**src/rtl/ssf_divider.sv**
```systemverilog
// ----------------------------------------------------------------------------
// ssf_divider: restoring unsigned divider
// Produces one quotient bit per cycle; done pulses for one cycle when the
// quotient is ready, and the quotient holds until the next start.
// ----------------------------------------------------------------------------
module ssf_divider #(
   parameter int DIVIDEND_W = 25,
   parameter int DIVISOR_W  = 9
) (
   input  logic                  clock,
   input  logic                  reset,
   input  logic                  start,
   input  logic [DIVIDEND_W-1:0] dividend,
   input  logic [DIVISOR_W-1:0]  divisor,
   output logic                  done,
   output logic [DIVIDEND_W-1:0] quotient
);

   localparam int CNT_W = $clog2(DIVIDEND_W + 1);

   logic                  busy_ff;
   logic                  done_ff;
   logic [CNT_W-1:0]      cnt_ff;
   logic [DIVISOR_W-1:0]  rem_ff;
   logic [DIVISOR_W-1:0]  dsr_ff;
   logic [DIVIDEND_W-1:0] quo_ff;

   logic [DIVISOR_W:0]    trial;
   logic [DIVISOR_W:0]    diff;
   logic                  fits;

   // Bring down the next dividend bit and try the subtraction.
   assign trial = {rem_ff, quo_ff[DIVIDEND_W-1]};
   assign diff  = trial - {1'b0, dsr_ff};
   assign fits  = (trial >= {1'b0, dsr_ff});

   always_ff @(posedge clock) begin
      if (reset) begin
         busy_ff <= 1'b0;
         done_ff <= 1'b0;
         cnt_ff  <= '0;
      end else begin
         done_ff <= 1'b0;
         if (start) begin
            busy_ff <= 1'b1;
            cnt_ff  <= CNT_W'(DIVIDEND_W);
         end else if (busy_ff) begin
            cnt_ff <= cnt_ff - 1'b1;
            if (cnt_ff == CNT_W'(1)) begin
               busy_ff <= 1'b0;
               done_ff <= 1'b1;
            end
         end
      end
   end

   always_ff @(posedge clock) begin
      if (start) begin
         quo_ff <= dividend;
         rem_ff <= '0;
         dsr_ff <= divisor;
      end else if (busy_ff) begin
         quo_ff <= {quo_ff[DIVIDEND_W-2:0], fits};
         rem_ff <= fits ? diff[DIVISOR_W-1:0] : trial[DIVISOR_W-1:0];
      end
   end

   assign done     = done_ff;
   assign quotient = quo_ff;

endmodule

```
**config.mk**
```make
export PLATFORM = sky130hd
export DESIGN_NAME = ssf_divider
export DESIGN_NICKNAME = d
export VERILOG_FILES = /design/src/rtl/ssf_divider.sv
export SDC_FILE = /design/constraint.sdc
export NUM_CORES = 1
export LEC_CHECK = 0
export BUFFER_PORTS_ARGS = -buffer_cell sky130_fd_sc_hd__buf_2
export CORE_ASPECT_RATIO = 2
export CORE_MARGIN = 5
export CORE_UTILIZATION = 46
export DETAILED_ROUTE_END_ITERATION = 7
export PLACE_DENSITY = 0.74
export SLEW_MARGIN = 0
export SYNTH_ARGS = -nofsm -noshare
export SYNTH_HDL_FRONTEND = slang
export SYNTH_SLANG_ARGS = --single-unit
```
**constraint.sdc**
```tcl
create_clock -name clock -period 3.05 [get_ports clock]
set_input_delay 0.1525 -clock clock [delete_from_list [all_inputs] [get_ports clock]]
set_output_delay 0.1525 -clock clock [all_outputs]
set_load 0.01 [all_outputs]
```
After elaboration in Yosys (flattened, before gate mapping)
Cells that the tools add are included.
{"block": "totals", "latch_bits": 0, "ff_bits": 50, "wordCells": 24, "out_inout_bits": 26, "n_memories": 0, "rom_bits": 0, "mem_bits_rw": 0}
{"block": "op_classes", "div_mod_pow": 0, "n_reduce_logical": 3, "bitwise_logic": 1, "n_lt_le_gt_ge": 1, "eq_ne": 1, "add_sub_neg": 2, "mux": 9, "mul": 0, "n_shift": 0}
{"cell": "25-bit 2-to-1 mux", "count": 2}
{"cell": "10-bit by 9-bit greater-or-equal comparator with 1-bit output", "count": 1}
{"cell": "5-bit 2-to-1 mux", "count": 2}
{"cell": "9-bit 2-to-1 mux", "count": 1}
{"cell": "9-bit subtractor", "count": 1}
{"cell": "5-bit by 1-bit == test with 1-bit output, second input constant", "count": 1}
{"cell": "5-bit by 1-bit subtractor with 5-bit output, second input constant", "count": 1}
{"cell": "1-bit 2-to-1 mux", "count": 4}
{"cell": "3-bit OR reduction", "count": 1}
{"cell": "2-bit nonzero test", "count": 1}
{"cell": "2-bit OR reduction", "count": 1}
{"cell": "1-bit inverter", "count": 1}

Logic depth before layout (Yosys ltp)
{"block": "logic_depth", "ltp_word": 4, "depth_mapped": 10, "depth_no_buf": 9}

Worst setup path after synthesis
No wires, ideal clock.
{"block": "synth_path", "kind": "register -> register", "startpoint": "register quo_ff[24], in the netlist quotient[24]", "endpoint": "register rem_ff[1]", "n_path_buf": 1, "path_stages_with_launch": 11, "setup_time_ns": 0.128, "required_time_ns": 2.922, "slack_ns": 0.644, "t_arrival_ns": 2.278, "path_cell_list": "edfxtp_1 -> inv_1 -> ha_1 -> inv_1 -> fa_1 -> a211oi_4 -> o31ai_4 -> a211oi_4 -> buf_6 -> mux2i_1 -> o21ai_1"}
{"block": "synth_via", "elab_chain_cells": 2, "word_cells_on_any_way": 3, "classes_between": "add/sub: 1; order compare: 1; mux: 1"}
{"element": "start: declaration", "line_no": "26", "text": "logic [DIVIDEND_W-1:0] quo_ff;"}
{"element": "start signal: assignment", "line_no": "59", "text": "quo_ff <= dividend;"}
{"element": "start signal: assignment", "line_no": "63", "text": "quo_ff <= {quo_ff[DIVIDEND_W-2:0], fits};"}
{"element": "9-bit subtractor / 10-bit by 9-bit greater-or-equal comparator with 1-bit output (equally long branches)", "line_no": "34, 35"}
{"element": "9-bit 2-to-1 mux *", "line_no": "64", "text": "rem_ff <= fits ? diff[DIVISOR_W-1:0] : trial[DIVISOR_W-1:0];"}
{"element": "end signal: assignment", "line_no": "64"}
{"element": "end: declaration", "line_no": "24", "text": "logic [DIVISOR_W-1:0] rem_ff;"}
Mark *: on every way between the ends. The rest lies on a longest branch, timed or not.
A chain may end at the register's enable or synchronous reset.

Worst setup path in the final report
{"block": "layout_path", "startpoint": "register quo_ff[24], in the netlist quotient[24]", "endpoint": "register rem_ff[5]"}
The elaborated chain is that of the path after synthesis.

==> flow_metrics.env <==
export IMPL_drtIter0Drc=29
export IMPL_slew_headroom=0.366
export IMPL_fin_setup_tns_ps=0
export IMPL_async_flop_share=0
export IMPL_seqPwrFrac=0.559
export IMPL_synth_net_count=247
export IMPL_pwr_share_clk=0.275
export IMPL_dpl_instance_area_um2=2850
export IMPL_yosysSeqAreaShare=0.541
export IMPL_portBuffers=62
export IMPL_grt_pass1_wl_um=8120
export IMPL_cts_setup_buffers=0
export IMPL_cts_sinks=50
export IMPL_synth_ff_type="edfxtp_1"
export IMPL_drive_gt1_frac=0.373
export IMPL_crit_fanout=13
export IMPL_finalPower_mw=1.46
export IMPL_p_leak_nw=1.29
export IMPL_num_vias=1744
export IMPL_skew_ps=8.32
export IMPL_stdcell_count=328
export IMPL_vdd_drop_max_mv=0.427
export IMPL_root_buffer="clkbuf_8"
export IMPL_synthSimpleGateAreaFrac=0.0798
export IMPL_rsz0062_at_grt="no"
export IMPL_cellPowerDensity_nw_per_um2=490
export IMPL_grt_max_degree=43
export IMPL_post_cts_resized=0
export IMPL_avgSynthCellArea_um2=12.5
export IMPL_tritoncts="yes"
export IMPL_grt_pass1_vias=1847
export IMPL_vias_per_cell=5.32
export IMPL_critPathKind="reg -> reg"
export IMPL_hpwl_um=3660
export IMPL_route_detailed_drc=0
export IMPL_period_share=0.859
export IMPL_layout_nets=316
export IMPL_synthXorXnorAreaFrac=0.0318
export IMPL_p_int_mw=1.09
export IMPL_ys_warn_count=0
export IMPL_drv_cap=0
export IMPL_hold_path_class="in -> reg"
export IMPL_worstMarginPinSlew_ps=950
export IMPL_synth_adder_area_share=0.0636
export IMPL_yosysUniqueCellTypes=42
export IMPL_initial_core_util=0.465
export IMPL_area_delta_synth_final_pct=20.6
export IMPL_drtAntennaViolNets=0
export IMPL_synthMuxAreaShare=0.129
export IMPL_coreArea_um2=5330
export IMPL_fin_area_um2=2990
export IMPL_slowest_delay_ps=580
export IMPL_synth_ff_latch_count=50
export IMPL_slew_viol_final=0
export IMPL_wl_per_cell_um=15.0
export IMPL_combPwrFrac=0.166
export IMPL_insertion_delay_ps=310
export IMPL_grt_overflow_total=0
export IMPL_cp_cell_sequence="inv_1 > ha_1 > inv_1 > fa_1 > a211oi_4 > o31ai_4 > a211oi_4 > buf_4 > a32oi_1 > o31ai_1"
export IMPL_synth_compound_area_frac=0.115
export IMPL_fin_crit_ps=2620
export IMPL_die_area_um2=7050
export IMPL_syn_inst=198
export IMPL_status="finished clean"
export IMPL_setup_slack_ps=429
export IMPL_cts_max_path_buffers=2
export IMPL_dp_slack_ps=427
export IMPL_synth_top_family_by_area="multiplexers"
export IMPL_io_pins=63
export IMPL_critPathRequiredTime_ps=3270
export IMPL_numCtsBuffers=5
export IMPL_crit_path_end_kind="flop"
export IMPL_n_antenna_cell=0
export IMPL_hold_violations=0
export IMPL_h_tree_depth=2
export IMPL_fp_dieH_um=114
export IMPL_switching_share=0.257
export IMPL_power_switching_mw=0.376
export IMPL_crit_path_start_kind="flop"
export IMPL_critical_path_slowest_cell="a211oi_4"
export IMPL_fp_dieW_um=61.9
export IMPL_clk_pin_slew_ps=90
export IMPL_synth_area_um2=2480
export IMPL_gr_usage_all_layers=0.156
export IMPL_postRouteWirelength_um=4920
export IMPL_worstPathArrival_ps=2840
export IMPL_row_count=38
export IMPL_place_congestion=0.784
export IMPL_setup_viol=0
export IMPL_synth_edf_count=34
export IMPL_grt_antenna_before_repair=0
export IMPL_dp_cells=315
export IMPL_dr_pass1_iters=4
export IMPL_fmaxAchievable_mhz=381
==> kinds of logic after synthesis <==
logic type,after synthesis
buffers and inverters,24
xor gates and xnor gates,9
AOI/OAI and AO/OA,34
and+or+nand+nor,40
muxes,29
adders and majority gates,12
DFF,50
==> repair_timing <==
action	4_1_cts	5_1_grt
setup endpoints to repair	0	0
hold buffers	0	5
endpoints found under the hold margin	0	5
==> cell usage in the layout (no fill, tap or decap), types with 4 or more instances in the layout <==
cell           count
xor2_1             8
inv_1             17
nor3_1             6
ha_1              11
a21oi_1            4
nand2_1            8
clkbuf_8           6
dfxtp_1           16
mux2_2            24
mux2i_1            5
o21ai_1            4
buf_2             62
dlygate4sd3_1      5
o21ai_0            4
nor2_1            12
edfxtp_1          34
==> synthesized netlist by cell type, drive strengths merged (2+ instances only) <==
master | n | area share
ha | 11 | 0.056
mux2 | 24 | 0.11
clkbuf | 6 | 0.0091
a32oi | 2 | 0.0071
o2111ai | 2 | 0.0071
inv | 17 | 0.026
nor2b | 3 | 0.0076
nor2 | 12 | 0.018
nand2b | 3 | 0.0076
and3 | 2 | 0.0050
o21ai | 8 | 0.016
dfxtp | 16 | 0.13
a21oi | 5 | 0.015
nor3 | 6 | 0.012
nand2 | 8 | 0.012
nand3 | 2 | 0.0040
xor2 | 8 | 0.028
a211oi | 3 | 0.019
edfxtp | 34 | 0.41
o31ai | 4 | 0.018
mux2i | 5 | 0.020
==> area by class of cell <==
class	instances	area, um2
Sequential cell	50	1340
Multi-Input combinational cell	124	1040
Clock inverter	2	12.5
Timing Repair Buffer	69	375
Tap cell	60	75.1
Inverter	17	63.8
Clock buffer	6	82.6
Fill cell	485	2330
==> worst paths after layout <==
path                          start                      to  slack (ps)  depth (start not counted)
max          quotient[24]$_DFFE_PP_  rem_ff[5]$_SDFFE_PP0P_         430                         10
min                      divisor[1]     dsr_ff[1]$_DFFE_PP_          20                          1
max reg2reg  quotient[24]$_DFFE_PP_  rem_ff[5]$_SDFFE_PP0P_         430                         10
min reg2reg  rem_ff[8]$_SDFFE_PP0P_  rem_ff[8]$_SDFFE_PP0P_         470                          2
==> state kept, by name (all words and copies together), names as in the netlist <==
name and flops:
busy_ff 1, cnt_ff 5, done 1, rem_ff 9, dsr_ff 9, quotient 25
==> metrics by stage <==
stage          hold slack, ps  utilization
3_3_place_gp              330        0.534
2_1_floorplan             225            -
4_1_cts                  3.14        0.552
5_1_grt                  3.73        0.562
6_report                 15.3        0.562
3_5_place_dp              331        0.534
==> routing by layer <==
layer	global-route usage	vias to the layer above	part of all wire
li1	-	864	-
met1	0.185	824	0.40
met2	0.255	48	0.52
met3	0.0442	8	0.060
met4	0.0680	0	0.021
met5	0	-	0
==> critical path, delay by kind of cell (launching register included) <==
family	cells	cell delay, ps
AOI/OAI and AO/OA	5	1180
buffers and inverters	3	370
DFF	1	400
adders and majority gates	2	590
==> power by group through the flow <==
| stage | clock [mW] | combinational [mW] | sequential, mW |
|---|---|---|---|
| 4_1_cts | 0.419 | 0.242 | 0.820 |
| 5_1_grt | 0.452 | 0.270 | 0.826 |
| 3_5_place_dp | 0 | 0.242 | 0.834 |
| 3_3_place_gp | 0 | 0.234 | 0.832 |
| 6_report | 0.403 | 0.243 | 0.818 |
| 2_1_floorplan | 0 | 0.138 | 0.845 |
No activity file was read; power rests on OpenSTA's default activity.
